File: src/design/weighted_median_sort_scan_macros.svh
// ----------------------------------------------------------------------------
// Weighted median sort scan - assertion macros
// Concurrent check macros that are active in simulation and empty in synthesis.
// ----------------------------------------------------------------------------
`ifndef WEIGHTED_MEDIAN_SORT_SCAN_MACROS_SVH
`define WEIGHTED_MEDIAN_SORT_SCAN_MACROS_SVH

`ifndef SYNTHESIS
`define WMSS_ASSERT_SAME(label, ante, cons) \
    label: assert property (@(posedge clk) disable iff (!rst_n) (ante) |-> (cons)) \
        else $error("weighted median check failed");
`define WMSS_ASSERT_NEXT(label, ante, cons) \
    label: assert property (@(posedge clk) disable iff (!rst_n) (ante) |=> (cons)) \
        else $error("weighted median check failed");
`else
`define WMSS_ASSERT_SAME(label, ante, cons)
`define WMSS_ASSERT_NEXT(label, ante, cons)
`endif

`endif

File: src/design/wmss_pkg.sv
// ----------------------------------------------------------------------------
// Weighted median sort scan - package
// Shared types and fixed field widths.
// ----------------------------------------------------------------------------
package wmss_pkg;

    localparam int SAMPLE_BITS = 32;
    localparam int MEDIAN_BITS = 32;
    localparam int COUNT_BITS  = 7;
    localparam int OUT_BITS    = 40;

    typedef struct packed {
        logic insert;
        logic shift;
    } wmss_ctrl_t;

endpackage

File: src/design/wmss_cell.sv
// ----------------------------------------------------------------------------
// Weighted median sort scan - sorting cell
// Holds one sorted entry; takes the new word or its left neighbour's entry on
// insertion, and its right neighbour's entry while the chain drains.
// ----------------------------------------------------------------------------
module wmss_cell #(
    parameter int VALUE_BITS = 32,
    parameter int CW         = 7,
    parameter int INDEX      = 0
) (
    input  logic                    clk,
    input  wmss_pkg::wmss_ctrl_t    ctrl,
    input  logic [VALUE_BITS-1:0]   new_value,
    input  logic [CW-1:0]           count,
    input  logic [VALUE_BITS-1:0]   left_value,
    input  logic                    left_gt,
    input  logic [VALUE_BITS-1:0]   right_value,
    output logic [VALUE_BITS-1:0]   value,
    output logic                    gt
);
    import wmss_pkg::*;

    logic [VALUE_BITS-1:0] value_reg;
    logic                  occupied;

    always_comb
    begin
        occupied = (CW'(INDEX) < count);
        gt       = !occupied || (value_reg > new_value);
    end

    always_ff @(posedge clk)
    begin
        if (ctrl.insert)
        begin
            if (gt)
            begin
                value_reg <= left_gt ? left_value : new_value;
            end
        end
        else if (ctrl.shift)
        begin
            value_reg <= right_value;
        end
    end

    assign value = value_reg;

endmodule

File: config.mk
export PLATFORM = sky130hd
export DESIGN_NAME = wmss_cell
export DESIGN_NICKNAME = d
export VERILOG_FILES = /design/src/design/weighted_median_sort_scan_macros.svh /design/src/design/wmss_pkg.sv /design/src/design/wmss_cell.sv
export SDC_FILE = /design/constraint.sdc
export NUM_CORES = 1
export LEC_CHECK = 0
export ABC_AREA = 1
export BUFFER_PORTS_ARGS = -buffer_cell sky130_fd_sc_hd__buf_2
export CORE_ASPECT_RATIO = 1.5
export CORE_MARGIN = 5
export CORE_UTILIZATION = 30
export CTS_BUF_LIST = sky130_fd_sc_hd__clkbuf_4 sky130_fd_sc_hd__clkbuf_8 sky130_fd_sc_hd__clkbuf_16
export DETAILED_ROUTE_END_ITERATION = 8
export HOLD_SLACK_MARGIN = 0.06
export MAX_ROUTING_LAYER = met4
export PLACE_DENSITY = 0.55
export SYNTH_ARGS = -nofsm -noshare
export SYNTH_HDL_FRONTEND = slang
export SYNTH_SLANG_ARGS = --single-unit
File: constraint.sdc
create_clock -name clk -period 6.1 [get_ports clk]
set_input_delay 1.22 -clock clk [delete_from_list [all_inputs] [get_ports clk]]
set_output_delay 1.22 -clock clk [all_outputs]
set_load 0.05 [all_outputs]
Yosys cells after proc, flatten, opt, wreduce, memory -nomap -nowiden. Cells that the tools add are included. Widths: inputs -> output; s select.

Add/subtract/negate cells: 0. $mul: 0. Div/mod/pow operators: 0. Order comparisons: 2. Eq/ne operators: 1. Shift-type cells: 0. Multiplexer cells: 4. Bitwise gates (word level): 0. Reductions and logical operators: 4.

Operators with widths (count): $mux 32 (4); $gt 32x32->1 (1); $lt 1x7->1 const A (1); $ne 2x1->1 const B (1); $reduce_and 2->1 (1); $reduce_bool 2->1 (1); $logic_not 1->1 (1); $logic_or 1x1->1 (1).

Register bits after elaboration: 32. Bits in latches: 0. Bits in writable memories: 0. ROM bits: 0. Input bits: 107. Output and inout port bits: 33. Word-level logic and storage cells: 12. Memories: 0.

Logic depth before layout (Yosys ltp).
Depth after elaboration: 5. Mapped depth: 17. Mapped depth without buffers: 17.

Least setup slack after synthesis. Ideal clock, no wire load.

Path kind: in2out. Start: input port new_value[23]. End: output port gt. Arrival: 2250 ps. Data required time: 4880 ps. Slack: 2630 ps. Stages: 10. Buffers on the path: 0. Cell sequence: inv_1 -> ha_1 -> nand2_2 -> nor2_4 -> nand4_1 -> nor2_2 -> nand2_1 -> nand2_1 -> nand2_1 -> nand2_2.

Longest elaborated chain between the ends: 2.

RTL lines: start: declaration (RTL line wmss_cell.sv:13) `input logic [VALUE_BITS-1:0] new_value,`; $gt 32x32->1 (RTL line wmss_cell.sv:29) `gt = !occupied || (value_reg > new_value);`; $logic_or 1x1->1 (RTL line wmss_cell.sv:29); end: declaration (RTL line wmss_cell.sv:19) `output logic gt`.

Every way passes these cells.

Worst setup path in the final report.
Start: input port new_value[11]. End: output port gt.

The elaborated chain is that of the path after synthesis.

==> impl_metrics.toml <==
[detailed_routing]
wire_per_inst_um = 13.7
via_per_inst = 4.59
firstDrtPassIters = 4
drtIter0Drc = 60
drt_wl_total_mm = 7.78
dr_total_vias = 2599
drcViolationCount = 0
ant_nets = 0

[pwr]
powerDensity_nw_per_um2 = 236
ir_worst_vdd_mv = 0.107
power_mw = 0.808
leakagePower_nw = 1.77

[global_route]
antenna_found_initial = 0
grt_pass1_wl_mm = 12.1
grt_max_degree = 35
track_usage = 0.151
grt-ovfl-total = 0
grt_pass1_vias = 2629

[hold_path]
hold_class = "in -> reg"

[critical_path]
arrival_ns = 2.60
startpoint_type = "primary input"
max_stage_delay_ns = 0.29
worst_setup_path_end_kind = "primary output"
crit_chain = "buf_2, inv_1, ha_1, a21oi_1, nand2_1, a21oi_1, nand2_1, nand2_1, nand2_1, nand2_1, nand2_2, buf_2"
cpMaxStageDelayCell = "ha_1"
worstSetupPathType = "in -> out"
cp_max_fo = 3
crit_top_cell = "nand2_1"
cp_data_required_time_ns = 4.88

[sta]
tightest_slew_ns = 1.18
hold_viol_final = 0
slew_headroom = 0.213
period_needed_ns = 3.82
finalCritPeriodShare = 0.626
fin_ws_ns = 2.28
fin_worst_skew_ns = 0.00490
max_freq_mhz = 262
drv_slew = 0
final.setup.tns_ns = 0
rsz0062_at_grt = "false"
finalSetupViolations = 0

[cells_and_area]
layout-drive-gt1-share = 0.338
area_growth_pct = 37.2
nFillCells = 880
register_area_um2 = 961
antenna_cells = 0
multi_input_area_um2 = 1320
largest_register_ffs = 32
nNetsFinal = 599

[yosys]
synthDistinctLibCells = 24
synth_top_flop_cell = "edfxtp_1"
seq_area_frac_synth = 0.386
synth_area_um2 = 2490
synth_async_sr_flop_share = 0
synth_edf_count = 32
syn_avg_cell_area_um2 = 7.67
syn_inst = 325
synth_warnings = 0
ys_seq_elements = 32
syn_nets = 464

[floorplanning]
core_area_um2 = 8060
chipHeight_um = 122
io_pins = 140
die_w_um = 84.4
rows = 40
dieArea_um2 = 10300
start_util = 0.309

[run]
drv_cap = 0

[clock_tree]
cts_setup_buffers = 0
numCtsBuffers = 5
clkSlewWorstSetupHoldPaths_ns = 0.05
ctsLongestPathBuffers = 2
cts_tree = "built"
clock_sinks = 32
cts_max_level = 2
cts-root-buf = "clkbuf_16"
cts_resized = 0
hold_buffers = 0
clkLatencyLatePin_ns = 0.27

[place]
dpl.hpwl_mm = 5.93
io_buffers = 139
pre_cts_ws_ns = 2.26
place.gp.congestion = 0.819

[status]
status = "completed"
## cell families (layout without fill, tap and decap cells)
group,Yosys count,count (layout),synth area share
and+or+nand+nor,126,126,0.203
AOI/OAI and AO/OA,81,81,0.166
buffers and inverters,54,190,0.0839
adders and majority gates,32,32,0.161
DFF,32,32,0.386
## per-layer routing
metal	global-route usage	part of all wire
met4	0.0347	0.0059
met1	0.159	0.39
met5	-	0
met3	0.0291	0.060
met2	0.290	0.55
## worst max-delay path, delay by kind of cell
| kind | cells | cell delay (ns) |
|---|---|---|
| and+or+nand+nor | 6 | 0.41 |
| AOI/OAI and AO/OA | 2 | 0.34 |
| adders and majority gates | 1 | 0.29 |
| buffers and inverters | 3 | 0.34 |
## Yosys cell counts (2+ instances only)
cell	number	area, µm²
nand3_1	2	10.0
edfxtp_1	32	961
nand4_1	2	12.5
nand2_2	2	12.5
o21ai_1	19	95.1
clkbuf_1	8	30.0
ha_1	32	400
nand2_1	74	278
nor2_2	4	25.0
inv_1	40	150
nor2_1	39	146
buf_2	2	10.0
o21ai_0	47	235
a21oi_1	12	60.1
## metrics by stage
step,hold slack [ns],utilization,instance area [µm²],instances
6_report,1.23,0.424,3420,566
5_1_grt,1.24,0.424,3420,566
3_5_place_dp,1.51,0.406,3270,558
4_1_cts,1.22,0.424,3420,566
3_3_place_gp,1.50,0.406,3270,558
2_1_floorplan,1.41,-,2490,325
## report_power, final
group          leakage, nW  total [mW]  internal [mW]  switching [mW]
sequential           0.311       0.288          0.275          0.0130
clock               0.0724       0.252          0.159          0.0929
combinational         1.39       0.268         0.0844           0.183
## layout by cell type (no fill, tap or decap), drive strengths merged
cell,netlist,layout
a21o,1,1
clkinv,1,2
a21oi,13,13
nor3,1,1
inv,41,41
o21a,1,1
nand2,76,76
buf,4,140
nand3,2,2
nor4,1,1
ha,32,32
edfxtp,32,32
nand4,2,2
clkbuf,8,7
nor2,44,44
o21ai,66,66
## path summary, 6_finish.rpt
| check | startpoint | end | slack (ns) | cells past startpoint |
|---|---|---|---|---|
| worst max-delay path | new_value[11] | gt | 2.28 | 12 |
| worst min-delay path | right_value[25] | value[25] | 1.23 | 3 |
| worst max register to register | value[7] | value[13] | 3.78 | 14 |
| worst min register to register | value[16] | value[31] | 1.53 | 9 |
## cell type report
class / count / share of cell area
tap: 105 / 0.0384
clock inverter: 1 / 0.00110
clock buffer: 7 / 0.0410
inverter: 42 / 0.0461
timing repair buffer: 140 / 0.206
multi-input combinational: 239 / 0.387
sequential: 32 / 0.281
Note: power is estimated with default switching activity, not from simulation.
